--- src/rtl/core/fenwick_point_set_range_sum_assert.svh ---
// Assertion macros for the Fenwick range-sum block.
// Expects clk and rst to be visible where the macros are used.
`ifndef FENWICK_POINT_SET_RANGE_SUM_ASSERT_SVH
`define FENWICK_POINT_SET_RANGE_SUM_ASSERT_SVH

// cond must hold at every clock edge out of reset
`define FWK_ASSERT_ALWAYS(lbl, cond, msg) \
  lbl: assert property (@(posedge clk) disable iff (rst) (cond)) else $error(msg);

// trig at one edge implies cons at the next edge
`define FWK_ASSERT_NEXT(lbl, trig, cons, msg) \
  lbl: assert property (@(posedge clk) disable iff (rst) (trig) |=> (cons)) else $error(msg);

`endif

--- src/rtl/core/fwk_pkg.sv ---
// Shared constants and control/status types for the Fenwick range-sum block.
// No dependencies.
package fwk_pkg;

  localparam int NUM_ELEMENTS = 1024;
  localparam int IDX_W        = $clog2(NUM_ELEMENTS);
  localparam int NODE_W       = IDX_W + 1;   // tree nodes run 1..NUM_ELEMENTS
  localparam int DATA_W       = 32;

  localparam logic CMD_SET   = 1'b0;
  localparam logic CMD_QUERY = 1'b1;

  // controller -> datapath
  typedef struct packed {
    logic clear_step;    // write zero at the clear counter, advance it
    logic capture;       // latch command fields, seed node for a query
    logic elem_write;    // store new element, latch delta
    logic load_up_node;  // node = index + 1
    logic tree_write;    // tree[node] += delta
    logic step_up;       // node += lowbit(node)
    logic q_accum;       // acc +/- tree[node], clear lowest set bit
    logic q_sub;         // subtract on the second chain
    logic load_left;     // node = left
  } ctl_t;

  // datapath -> controller
  typedef struct packed {
    logic clear_last;
    logic node_zero;
    logic up_last;
  } sts_t;

endpackage

--- src/rtl/core/fwk_ctrl.sv ---
// Controller FSM: clearing pass, set walk up the tree, two-chain prefix query.
// Depends on fwk_pkg.
module fwk_ctrl (
  input  logic          clk,
  input  logic          rst,
  input  logic          start,
  input  logic          command,
  input  fwk_pkg::sts_t sts,
  output fwk_pkg::ctl_t ctl,
  output logic          busy,
  output logic          done
);

  typedef enum logic [10:0] {
    S_CLEAR   = 11'b000_0000_0001,
    S_IDLE    = 11'b000_0000_0010,
    S_SET_RD  = 11'b000_0000_0100,
    S_SET_USE = 11'b000_0000_1000,
    S_UP_RD   = 11'b000_0001_0000,
    S_UP_USE  = 11'b000_0010_0000,
    S_QA_RD   = 11'b000_0100_0000,
    S_QA_USE  = 11'b000_1000_0000,
    S_QB_RD   = 11'b001_0000_0000,
    S_QB_USE  = 11'b010_0000_0000,
    S_DONE    = 11'b100_0000_0000
  } state_t;

  state_t state, state_next;

  always_ff @(posedge clk) begin
    if (rst) begin
      state <= S_CLEAR;
    end else begin
      state <= state_next;
    end
  end

  assign busy = (state != S_IDLE);
  assign done = (state == S_DONE);

  always_comb begin
    state_next = state;
    ctl        = '0;
    unique case (state)
      S_CLEAR: begin
        ctl.clear_step = 1'b1;
        if (sts.clear_last) begin
          state_next = S_IDLE;
        end
      end
      S_IDLE: begin
        if (start) begin
          ctl.capture = 1'b1;
          state_next  = (command == fwk_pkg::CMD_SET) ? S_SET_RD : S_QA_RD;
        end
      end
      S_SET_RD: begin
        state_next = S_SET_USE;
      end
      S_SET_USE: begin
        ctl.elem_write   = 1'b1;
        ctl.load_up_node = 1'b1;
        state_next       = S_UP_RD;
      end
      S_UP_RD: begin
        state_next = S_UP_USE;
      end
      S_UP_USE: begin
        ctl.tree_write = 1'b1;
        ctl.step_up    = 1'b1;
        state_next     = sts.up_last ? S_IDLE : S_UP_RD;
      end
      S_QA_RD: begin
        if (sts.node_zero) begin
          ctl.load_left = 1'b1;
          state_next    = S_QB_RD;
        end else begin
          state_next = S_QA_USE;
        end
      end
      S_QA_USE: begin
        ctl.q_accum = 1'b1;
        state_next  = S_QA_RD;
      end
      S_QB_RD: begin
        state_next = sts.node_zero ? S_DONE : S_QB_USE;
      end
      S_QB_USE: begin
        ctl.q_accum = 1'b1;
        ctl.q_sub   = 1'b1;
        state_next  = S_QB_RD;
      end
      S_DONE: begin
        state_next = S_IDLE;
      end
      default: begin
        state_next = S_CLEAR;
      end
    endcase
  end

endmodule

--- config.mk ---
export PLATFORM = sky130hd
export DESIGN_NAME = fwk_ctrl
export DESIGN_NICKNAME = d
export VERILOG_FILES = /design/src/rtl/core/fenwick_point_set_range_sum_assert.svh /design/src/rtl/core/fwk_pkg.sv /design/src/rtl/core/fwk_ctrl.sv
export SDC_FILE = /design/constraint.sdc
export NUM_CORES = 1
export LEC_CHECK = 0
export BUFFER_PORTS_ARGS = -buffer_cell sky130_fd_sc_hd__buf_2
export CAP_MARGIN = 20
export CORE_MARGIN = 2
export CORE_UTILIZATION = 45
export DETAILED_ROUTE_END_ITERATION = 8
export GPL_TIMING_DRIVEN = 0
export PLACE_DENSITY = 0.77
export SLEW_MARGIN = 20
export SYNTH_ARGS = -nofsm -noshare
export SYNTH_HDL_FRONTEND = slang
export SYNTH_SLANG_ARGS = --single-unit
--- constraint.sdc ---
create_clock -name clk -period 1.75 [get_ports clk]
set_input_delay 0.175 -clock clk [delete_from_list [all_inputs] [get_ports clk]]
set_output_delay 0.175 -clock clk [all_outputs]
set_load 0.01 [all_outputs]
* Yosys cells after proc, flatten, opt, wreduce, memory -nomap -nowiden
Index checks and enable logic that the tools add are counted.
Storage, ports and cells: register bits 11, input port bits 7, logic and storage cells 33, output and inout port bits 11
Cells by class: eq/ne operators 14, reductions and logical operators 2, mux-type cells 16
Operators with widths (count):
- 11-bit one-hot mux with 11 select lines | 1
- 11-bit two-way mux | 3
- 11-bit by 1-bit equality test with 1-bit output (second input constant) | 1
- 11-bit by 10-bit equality test with 1-bit output (second input constant) | 1
- 11-bit equality test (second input constant) | 1
- 11-bit by 2-bit equality test with 1-bit output (second input constant) | 1
- 11-bit by 3-bit equality test with 1-bit output (second input constant) | 1
- 11-bit by 4-bit equality test with 1-bit output (second input constant) | 1
- 11-bit by 5-bit equality test with 1-bit output (second input constant) | 1
- 11-bit by 6-bit equality test with 1-bit output (second input constant) | 1
- 11-bit by 7-bit equality test with 1-bit output (second input constant) | 1
- 11-bit by 8-bit equality test with 1-bit output (second input constant) | 1
- 11-bit by 9-bit equality test with 1-bit output (second input constant) | 1
- 11-bit by 2-bit inequality test with 1-bit output (second input constant) | 1
- 9-bit two-way mux | 1
- 1-bit two-way mux | 7
- 7-bit two-way mux | 1
- 5-bit two-way mux | 1
- 2-bit two-way mux | 2
- 2-bit inequality test (second input constant) | 2
- 2-bit AND reduction | 1
- 2-bit OR reduction | 1

* Depth between registers and ports, before layout
word-level depth 3, depth in mapped cells 6, gate-level depth less buffers 4

* Least setup slack after synthesis
Ideal clock, no wire load.
kind register -> register, start point reg state[0], end point reg state[0], slack 0.002 ns, cell stages (with the launch flop) 5, buffers on the path 1, period minus slack after synthesis 1.748 ns, required time 1.634 ns, arrival time 1.632 ns, setup time 0.116 ns, cell sequence dfxtp_1 buf_6 or4_4 or4_4 a41o_1
On the way: cells in the longest elaborated chain, start to end 3, elaborated cells on any way between the ends 15, those cells by class 13 x eq/ne; 1 x mux; 1 x reduce/logical
RTL lines:
- start, declared | RTL line fwk_ctrl.sv:28 | state_t state, state_next;
- start signal, assigned | RTL line fwk_ctrl.sv:34 | state <= state_next;
- 11-bit by 1-bit equality test with 1-bit output or 11-bit by 2-bit equality test with 1-bit output (tied branches) | RTL line fwk_ctrl.sv:44 | unique case (state)
- 2-bit inequality test (no source line)
- 2-bit AND reduction (no source line)
Several ways; a longest one is shown, not always the timed one. A chain may end at the register's enable or synchronous reset.

==> flow_summary.yaml <==
setup_path:
  worst_setup_path_end_kind: "output pin"
  r2r_start: "state[3]$_SDFFE_PP0P_"
  cp_max_fo: 5
  worstSetupPathType: "reg -> out"
  r2r_setup_slack_ns: -0.19
  crit_slowest_cell: "or4_4"
  critPathArrivalTime_ns: 1.85
  slowest_delay_ns: 0.55
  crit_required_ns: 1.57
  critPathBufInv: 2
  cp_common_cell: "or4_4"
  path_cells: "or4_4 > or4_4 > inv_2 > buf_6"
  start_kind: "flip-flop"
  ff2ff_path_depth: 5
  regToRegEndpoint: "state[0]$_SDFFE_PP1P_"
  path_delay_family: "simple AND/OR/NAND/NOR gates"
cells_and_area:
  area_growth_syn_to_layout_pct: 49.3
  finalNonFillerCells: 142
  top_regs: "state x11"
  final_cell_mix: "nor2_1 (15), buf_4 (14), buf_2 (13), buf_6 (9), nor3_1 (5)"
  largest_register_ffs: 11
  n_antenna_cell: 0
  regMostFlops: "state"
  utilization_pct: 71.4
  layout_commonest_cell: "nor2_1"
  nNetsFinal: 134
  stdcell_area_um2: 1080
  drive_gt1_share_pct: 52.4
grt:
  grt_pass1_wl_um: 3190
  grt.total_usage_pct: 22.3
  grt_pass1_vias: 737
  grt_max_degree: 10
  grt_overflow_total: 0
  antenna_found_initial: 0
synthesis:
  synth-edff-count: 0
  ys_warn_count: 0
  ys_ff_latch: 11
  yosysSeqAreaShare_pct: 30.6
  synth_cells: 91
  synthesis.nets: 98
  postSynth.asyncResetShare_pct: 0
  yosys_most_used_dff: "dfxtp_1"
  synth.avg_cell_area_um2: 7.92
  synth_area_um2: 721
  synth.distinct_cells: 35
routing:
  avgRoutedWirePerCell_um: 15.6
  ant_nets: 0
  met2_length_um: 1110
  drc: 0
  finalWirelength_um: 2220
  drtIter0Drc: 28
  wl_met3_um: 150
  vias: 839
  via_per_inst: 5.91
  top_layer_used: "met4"
  drt_pass1_iterations: 5
  met1Wirelength_um: 902
timing:
  worst_slack_ns: -0.270
  hold_violations: 0
  worst_slew_pin_slew_ns: 0.323
  period_needed_ns: 2.02
  final.setup.tns_ns: -2.12
  relSlewSlack_pct: 78.3
  finalMaxSlewViolations: 0
  fmax_mhz: 495
  fin_crit_sh_pct: 115
  skew_ns: 0.00128
  rsz0062_at_grt: "true"
  setup_viol: 12
  hold_ws_ns: 0.0798
clocking:
  tritoncts: "done"
  htree_num_levels: 1
  cts_buffer_depth: 2
  numCtsBuffers: 3
  cts_sinks: 11
  clkLatencyLatePin_ns: 0.27
  path_clk_slew_ns: 0.08
  cts-hold-fix-buffers: 0
  root_buffer: "clkbuf_4"
power:
  leakage_nw: 0.507
  pwr_density_cell_nw_per_um2: 623
  power_uw: 670
  ir_drop_uv: 473
job:
  drv_cap: 0
placed_design:
  gp_congestion: 0.913
  place_ws_ns: -0.138
  port-buffer-count: 17
  hpwl_um: 1310
  place_inst: 124
  placed_area_um2: 826
status:
  status: "complete, but fails checks"
  violations: "negative setup slack"
floorplanning:
  fp.coreArea_um2: 1510
  die_y_um: 44.0
  die-width_um: 44.0
  io_pins: 18
  start_util_pct: 47.8
  fp.dieArea_um2: 1940
  rows: 14
min_path:
  whs_endpoint: "state[9]$_SDFFE_PP0P_"
  hold_path_depth: 2
  hold_start: "sts[1]"
  hp-class: "in -> reg"
-- what timing repair did --
item / CTS / global route
pin swaps: 10 / 8
resized for setup: 21 / 12
endpoints found under the setup margin: 16 / 15
setup buffers: 10 / 7
-- power by group --
part	switching, mW	internal [mW]
logic	0.110	0.101
clock network	0.0979	0.0847
registers	0.0156	0.260
total	0.224	0.446
-- logic make-up (layout without fill, tap and decap cells) --
logic type                count (synthesis)  after routing  share of synthesized area, %
buffers and inverters                    10             45                          7.46
AOI/OAI and AO/OA                        11             11                          11.3
xor gates and xnor gates                  4              4                          4.86
DFF                                      11             11                          30.6
and+or+nand+nor                          55             55                          45.8
-- Yosys cell counts (all sizes together) (3+ instances only) --
cell type / instances / area [um2]
dfxtp: 11 / 220
nand3: 3 / 15.0
or4: 3 / 33.8
nand2: 3 / 11.3
inv: 5 / 18.8
and3: 4 / 25.0
nand4: 3 / 18.8
nor2: 17 / 63.8
buf: 4 / 31.3
nor3: 7 / 40.0
-- area by class of cell --
| cell class | instances | area (um2) |
|---|---|---|
| fill | 115 | 430 |
| timing repair buffer | 34 | 253 |
| inverter | 5 | 18.8 |
| clock buffer | 3 | 22.5 |
| tap | 16 | 20.0 |
| clock inverter | 1 | 5.00 |
| multi-input combinational | 70 | 499 |
| buffer | 2 | 18.8 |
| sequential | 11 | 239 |
-- worst max-delay path by stage --
| stage | slack (ns) | end | depth (start not counted) | start |
|---|---|---|---|---|
| 3_5_place_dp | -0.14 | state[8]$_SDFFE_PP0P_ | 4 | state[4]$_SDFFE_PP0P_ |
| 3_3_place_gp | -0.10 | state[8]$_SDFFE_PP0P_ | 4 | state[4]$_SDFFE_PP0P_ |
| 2_1_floorplan | 0.002 | state[0]$_SDFFE_PP1P_ | 4 | state[0]$_SDFFE_PP1P_ |
| 4_1_cts | -0.27 | ctl[7] | 4 | state[5]$_SDFFE_PP0P_ |
| 6_report | -0.27 | ctl[2] | 4 | state[3]$_SDFFE_PP0P_ |
| 5_1_grt | -0.29 | ctl[7] | 4 | state[4]$_SDFFE_PP0P_ |
-- layer usage --
layer / track usage [%] / up-vias
met2: 37.4 / 46
met5: 0 / -
li1: - / 396
met1: 29.3 / 385
met4: 9.09 / 0
met3: 2.45 / 12
Power figures use the tool's default switching activity.
